### src/rtl/core/sgsb_pkg.sv
package sgsb_pkg;

  // Default geometry
  localparam int DEF_SCREEN_COLUMNS = 80;
  localparam int DEF_MEMORY_DEPTH   = 2048;

  // Band base saturates here; at or beyond the default screen memory depth
  localparam logic [12:0] BASE_MAX = 13'h1FFF;

  // At most this many cells of a band can carry a nonzero mask
  localparam logic [2:0] MAX_BAND_CELLS = 3'd4;

  // y / 3 as (y * 171) >> 9, exact for every 8-bit y
  localparam logic [15:0] DIV3_RECIP = 16'd171;
  localparam int          DIV3_SHIFT = 9;

  typedef enum logic [1:0] {
    OP_START  = 2'd0,
    OP_BAND   = 2'd1,
    OP_HWRITE = 2'd2,
    OP_HREAD  = 2'd3
  } op_e;

  typedef enum logic [2:0] {
    ST_IDLE,
    ST_DIV,
    ST_MUL,
    ST_CELL,
    ST_RMW,
    ST_HWR,
    ST_HRD,
    ST_DONE
  } state_e;

  typedef struct packed {
    logic [1:0]  operation;
    logic [7:0]  x_position;
    logic [7:0]  y_position;
    logic [7:0]  width_pixels;
    logic [7:0]  row_top_bits;
    logic [7:0]  row_middle_bits;
    logic [7:0]  row_bottom_bits;
    logic [10:0] cell_address;
    logic [7:0]  cell_data;
  } in_item_t;

  typedef struct packed {
    logic [7:0] read_data;
    logic [2:0] cells_written;
    logic       dropped;
  } out_item_t;

  typedef struct packed {
    logic load_item;
    logic quot_load;
    logic start_set;
    logic mem_rd_cell;
    logic mem_wr_cell;
    logic next_cell;
    logic drop_set;
    logic base_step;
    logic host_wr;
    logic host_rd;
    logic capture_rd;
    logic finish;
  } cmd_t;

  typedef struct packed {
    logic [1:0] op;
    logic       cell_active;
    logic       mask_nz;
    logic       addr_ok;
    logic       host_ok;
    logic       out_free;
  } status_t;

  // Mosaic mask of one cell: bit0 top-left ... bit5 bottom-right
  function automatic logic [5:0] cell_mask(input logic [7:0] r0, input logic [7:0] r1,
                                           input logic [7:0] r2, input logic [1:0] idx);
    logic [2:0] hi;
    logic [2:0] lo;
    hi = {~idx, 1'b1};
    lo = {~idx, 1'b0};
    return {r2[lo], r2[hi], r1[lo], r1[hi], r0[lo], r0[hi]};
  endfunction

  // 0x20..0x3F and 0x60..0x7F are mosaic characters; all else decodes to 0
  function automatic logic [5:0] char_to_mask(input logic [7:0] c);
    logic [5:0] m;
    case (c[7:5])
      3'b001:  m = {1'b0, c[4:0]};
      3'b011:  m = {1'b1, c[4:0]};
      default: m = 6'd0;
    endcase
    return m;
  endfunction

  function automatic logic [7:0] mask_to_char(input logic [5:0] m);
    return {1'b0, m[5], 1'b1, m[4:0]};
  endfunction

endpackage

### src/rtl/core/sgsb_ctrl.sv
module sgsb_ctrl import sgsb_pkg::*; (
  input  logic    clk_i,
  input  logic    rst_ni,
  input  logic    in_valid_i,
  output logic    in_stall_o,
  input  status_t status_i,
  output cmd_t    cmd_o
);

  state_e state_q, state_d;

  always_ff @(posedge clk_i or negedge rst_ni) begin
    if (!rst_ni) begin
      state_q <= ST_IDLE;
    end else begin
      state_q <= state_d;
    end
  end

  // Next state
  always_comb begin
    state_d = state_q;
    case (state_q)
      ST_IDLE: begin
        if (in_valid_i) begin
          case (status_i.op)
            OP_START:  state_d = ST_DIV;
            OP_BAND:   state_d = ST_CELL;
            OP_HWRITE: state_d = ST_HWR;
            default:   state_d = ST_HRD;
          endcase
        end
      end
      ST_DIV:  state_d = ST_MUL;
      ST_MUL:  state_d = ST_DONE;
      ST_CELL: begin
        if (!status_i.cell_active) begin
          state_d = ST_DONE;
        end else if (status_i.mask_nz && status_i.addr_ok) begin
          state_d = ST_RMW;
        end
      end
      ST_RMW:  state_d = ST_CELL;
      ST_HWR:  state_d = ST_DONE;
      ST_HRD:  state_d = ST_DONE;
      ST_DONE: begin
        if (status_i.out_free) begin
          state_d = ST_IDLE;
        end
      end
      default: state_d = ST_IDLE;
    endcase
  end

  // Outputs
  always_comb begin
    cmd_o      = '0;
    in_stall_o = 1'b1;
    case (state_q)
      ST_IDLE: begin
        in_stall_o      = 1'b0;
        cmd_o.load_item = in_valid_i;
      end
      ST_DIV:  cmd_o.quot_load = 1'b1;
      ST_MUL:  cmd_o.start_set = 1'b1;
      ST_CELL: begin
        if (!status_i.cell_active) begin
          cmd_o.base_step = 1'b1;
        end else if (!status_i.mask_nz) begin
          cmd_o.next_cell = 1'b1;
        end else if (!status_i.addr_ok) begin
          cmd_o.drop_set  = 1'b1;
          cmd_o.next_cell = 1'b1;
        end else begin
          cmd_o.mem_rd_cell = 1'b1;
        end
      end
      ST_RMW: begin
        cmd_o.mem_wr_cell = 1'b1;
        cmd_o.next_cell   = 1'b1;
      end
      ST_HWR:  cmd_o.host_wr = status_i.host_ok;
      ST_HRD:  cmd_o.host_rd = status_i.host_ok;
      ST_DONE: begin
        cmd_o.capture_rd = 1'b1;
        cmd_o.finish     = status_i.out_free;
      end
      default: cmd_o = '0;
    endcase
  end

endmodule

### config.mk
export PLATFORM = sky130hd
export DESIGN_NAME = sgsb_ctrl
export DESIGN_NICKNAME = d
export VERILOG_FILES = /design/src/rtl/core/sgsb_pkg.sv /design/src/rtl/core/sgsb_ctrl.sv
export SDC_FILE = /design/constraint.sdc
export NUM_CORES = 1
export LEC_CHECK = 0
export ABC_AREA = 1
export BUFFER_PORTS_ARGS = -buffer_cell sky130_fd_sc_hd__buf_4
export CORE_AREA = 10 10 47 49
export DETAILED_ROUTE_END_ITERATION = 6
export DIE_AREA = 0 0 57 59
export PLACE_DENSITY = 0.65
export SETUP_SLACK_MARGIN = 0.5
export SLEW_MARGIN = 30
export SYNTH_ARGS = -nofsm -noshare
export SYNTH_HDL_FRONTEND = slang
export SYNTH_SLANG_ARGS = --single-unit
### constraint.sdc
create_clock -name clk_i -period 1.34 [get_ports clk_i]
set_input_delay 0 -clock clk_i [delete_from_list [all_inputs] [get_ports clk_i]]
set_output_delay 0 -clock clk_i [all_outputs]
set_load 0.05 [all_outputs]
==> summary.md <==
| Metric | Value |
|---|---|
| Max-Cap Viols | 0 |
| Number of global-route vias before repair | 565 |
| Worst Tran Pin Value | 0.285 ns |
| Port buffer count | 22 |
| Core Util, Final | 67.5% |
| R2R depth | 6 |
| Hold Crit Endpoint | state_q[1] |
| Yosys reg bits | 3 |
| First-pass GRT wire length | 2260 um |
| R2R Path End | state_q[2] |
| Register name with the most flops | state_q |
| Clk_lat worst skew | 0.24 ns |
| Required time worst endpoint | 1.34 ns |
| Type of element capturing the critical path | output pin |
| Gpl congestion | 0.788 |
| WL/cell | 12.5 um |
| Worst reg2reg setup slack | 0.09 ns |
| Switching part of the total power | 53.9% |
| Setup violations, final | 0 |
| Die outline width | 57 um |
| Master cell of the clock root buffer | sky130_fd_sc_hd__clkbuf_4 |
| Total Die Area | 3360 um2 |
| Initial antenna violation count | 0 |
| Worst hold stages | 5 |
| Largest area contributor in the netlist | sky130_fd_sc_hd__dfrtp_1 |
| Number of nets in the synthesized netlist | 73 |
| Pin count of the biggest net entering global routing | 9 |
| Sinks on Clock Net | 3 |
| Number of iterations in the first detailed-routing pass | 2 |
| Layout cells sized above 1 | 72.5% |
| Tot GR Track Use | 7.84% |
| Clock tree from TritonCTS | yes |
| Top_reg_cell synth | sky130_fd_sc_hd__dfrtp_1 |
| Top fanout value on the critical path | 5 |
| Count of antenna diodes in the layout | 0 |
| Setup repair after global routing missed its margin | yes |
| Gate power share | 81.2% |
| Leak | 0.460 nW |
| Fraction of post-synthesis cell area in the top cell type by area | 20.6% |
| Pins Over Slew Limit | 0 |
| Sequential share of power | 12.2% |
| Pwr dens | 2560 nW/um2 |
| Leading post-synthesis cells by cell area | sky130_fd_sc_hd__dfrtp_1 21%, sky130_fd_sc_hd__nand2_1 21%, sky130_fd_sc_hd__inv_1 11% |
| FFs w/ async S/R, synth | 100% |
| Number of fillers in the final layout | 108 |
| Largest registers ranked by flip-flop count | state_q (3) |
| Initial core utilization | 26.0% |
| Worst setup path startpoint | state_q[0] |
| Die boundary height | 59 um |
| Placeable core region | 1400 um2 |
| Crit Reg-Reg Startpoint | state_q[2] |
| Final hold viol count | 0 |
| Class of the most critical setup path | flop to output pin |
| Status | finished, final reports clean |
| Synth-to-Final Area Change | 160% |
| Total half-perimeter wirelength after legalization and detailed placement | 1010 um |
| Top-level port count | 23 |
| Number of H-tree levels | 1 |
| Worst EP arrival | 1.28 ns |
| Number of enable flip-flop cells after synthesis | 0 |
| Clock-pin slew reported for the worst setup and hold paths after clock tree synthesis | 0.04 ns |
| Grt ovf | 0 |
| Final layout net count | 113 |
| Worst hold path class | primary input to flop |
| Clock buffers created by TritonCTS | 3 |
| Critical Path Start Type | flop |
| Maximum frequency from static timing analysis | 779 MHz |
| Int Power | 0.00112 W |
| Final total power | 0.00242 W |
| Summed negative setup slack over all endpoints | 0 ns |
| Final min period | 1.28 ns |
| Total standard cell area after synthesis | 364 um2 |
| Total via count after detailed routing | 534 |
| Clock Tree Buf Depth | 2 |
| Number of nets with antenna violations after detailed routing | 0 |
| Cell count after synthesis | 63 |
| Net switching power | 0.00131 W |
| Worst Min Path Start | status_i[5] |
| Commonest cells in the netlist | 20 x sky130_fd_sc_hd__nand2_1, 11 x sky130_fd_sc_hd__inv_1, 5 x sky130_fd_sc_hd__nor2_1 |
| Distinct cell type count of the synthesized netlist | 17 |
| Violation count after the first detailed-route iteration | 9 |
| Dominant cell by count in the synthesized netlist | sky130_fd_sc_hd__nand2_1 |
| Post-Route WL | 1470 um |
| Cell row count | 14 |
| Worst rel slew slack | 81.0% |
| Proportion of power drawn by the clock network | 6.6% |
| Max FFs per register | 3 |
| DR DRC count | 0 |
| Number of warnings printed during yosys synthesis | 0 |
| Setup Skew | 0.0110 ns |
| Synth Area per Inst | 5.78 um2 |
| Sequential element share of the synthesized area | 20.6% |
| Vias/cell | 4.53 |
| Max rail drop VDD | 1350 uV |
| Period utilization | 95.8% |
[power by group through the flow]
stage	registers (W)	logic, W	clock network, W
after floorplan	0.000224	0.00117	0
after global placement	0.000287	0.00138	0
after detailed placement	0.000289	0.00138	0
after CTS	0.000295	0.00172	0.000168
after global routing	0.000305	0.00209	0.000181
final	0.000296	0.00197	0.000160
[worst max-delay path by stage]
stage | to | slack [ns] | cells past startpoint
6_report | cmd_o[6] | 0.06 | 4
4_1_cts | cmd_o[11] | 0.05 | 4
3_5_place_dp | state_q[2] | 0.10 | 5
5_1_grt | cmd_o[5] | -0.004 | 4
3_3_place_gp | state_q[2] | 0.09 | 5
2_1_floorplan | cmd_o[2] | 0.11 | 3
[cell families after synthesis]
kind of cell	share of synthesized area (%)
and+or+nand+nor	57.0
AOI/OAI and AO/OA	5.84
buffers and inverters	16.5
DFF	20.6
[critical path: stages, from the launching register on]
cell	delay, ns
sky130_fd_sc_hd__dfrtp_2	0.46
sky130_fd_sc_hd__nor2_4	0.25
sky130_fd_sc_hd__nand2_4	0.10
sky130_fd_sc_hd__nand2_4	0.09
sky130_fd_sc_hd__buf_8	0.14
[metal layers]
metal | GRT usage [%] | up-vias | share of wire [%]
met4 | 1.01 | 0 | 0
met5 | 0 | - | 0
met2 | 13.6 | 10 | 57
li1 | - | 275 | -
met1 | 8.72 | 249 | 36
met3 | 3.65 | 0 | 6.8
[timing repair]
| action | in CTS | in global routing |
|---|---|---|
| resized for setup | 20 | 10 |
| hold endpoints to repair | 3 | 0 |
| hold buffers | 1 | 0 |
| setup buffers | 7 | 5 |
| pin swaps | 7 | 6 |
| endpoints found under the setup margin | 16 | 16 |
[metrics by stage]
| step | area (um2) | hold slack (ns) | std cells | setup WS [ns] |
|---|---|---|---|---|
| 5_1_grt | 946 | 0.0880 | 118 | -0.00373 |
| 3_5_place_dp | 686 | -0.208 | 101 | 0.105 |
| 4_1_cts | 855 | 0.0706 | 113 | 0.0504 |
| 2_1_floorplan | 504 | -0.296 | 63 | 0.110 |
| 3_3_place_gp | 686 | -0.209 | 101 | 0.0879 |
| 6_report | 946 | 0.0795 | 118 | 0.0564 |
[final cells by class]
| type | count | area [um2] | share of cell area, % |
|---|---|---|---|
| timing repair buffer | 36 | 364 | 38.5 |
| inverter | 14 | 70.1 | 7.41 |
| sequential | 3 | 78.8 | 8.33 |
| clock buffer | 4 | 26.3 | 2.78 |
| multi-input combinational | 45 | 387 | 40.9 |
| tap | 16 | 20.0 | 2.12 |
[cell usage in the layout (no fill, tap or decap), drive strengths merged]
master       count
buf             35
nand2           23
inv             12
nor2             9
clkbuf           4
nor3             4
dfrtp            3
nand3            3
clkinvlp         2
nand4            2
nor4             1
a21oi            1
o21bai           1
o21ai            1
dlygate4sd3      1
(Power assumes the default switching activity.)
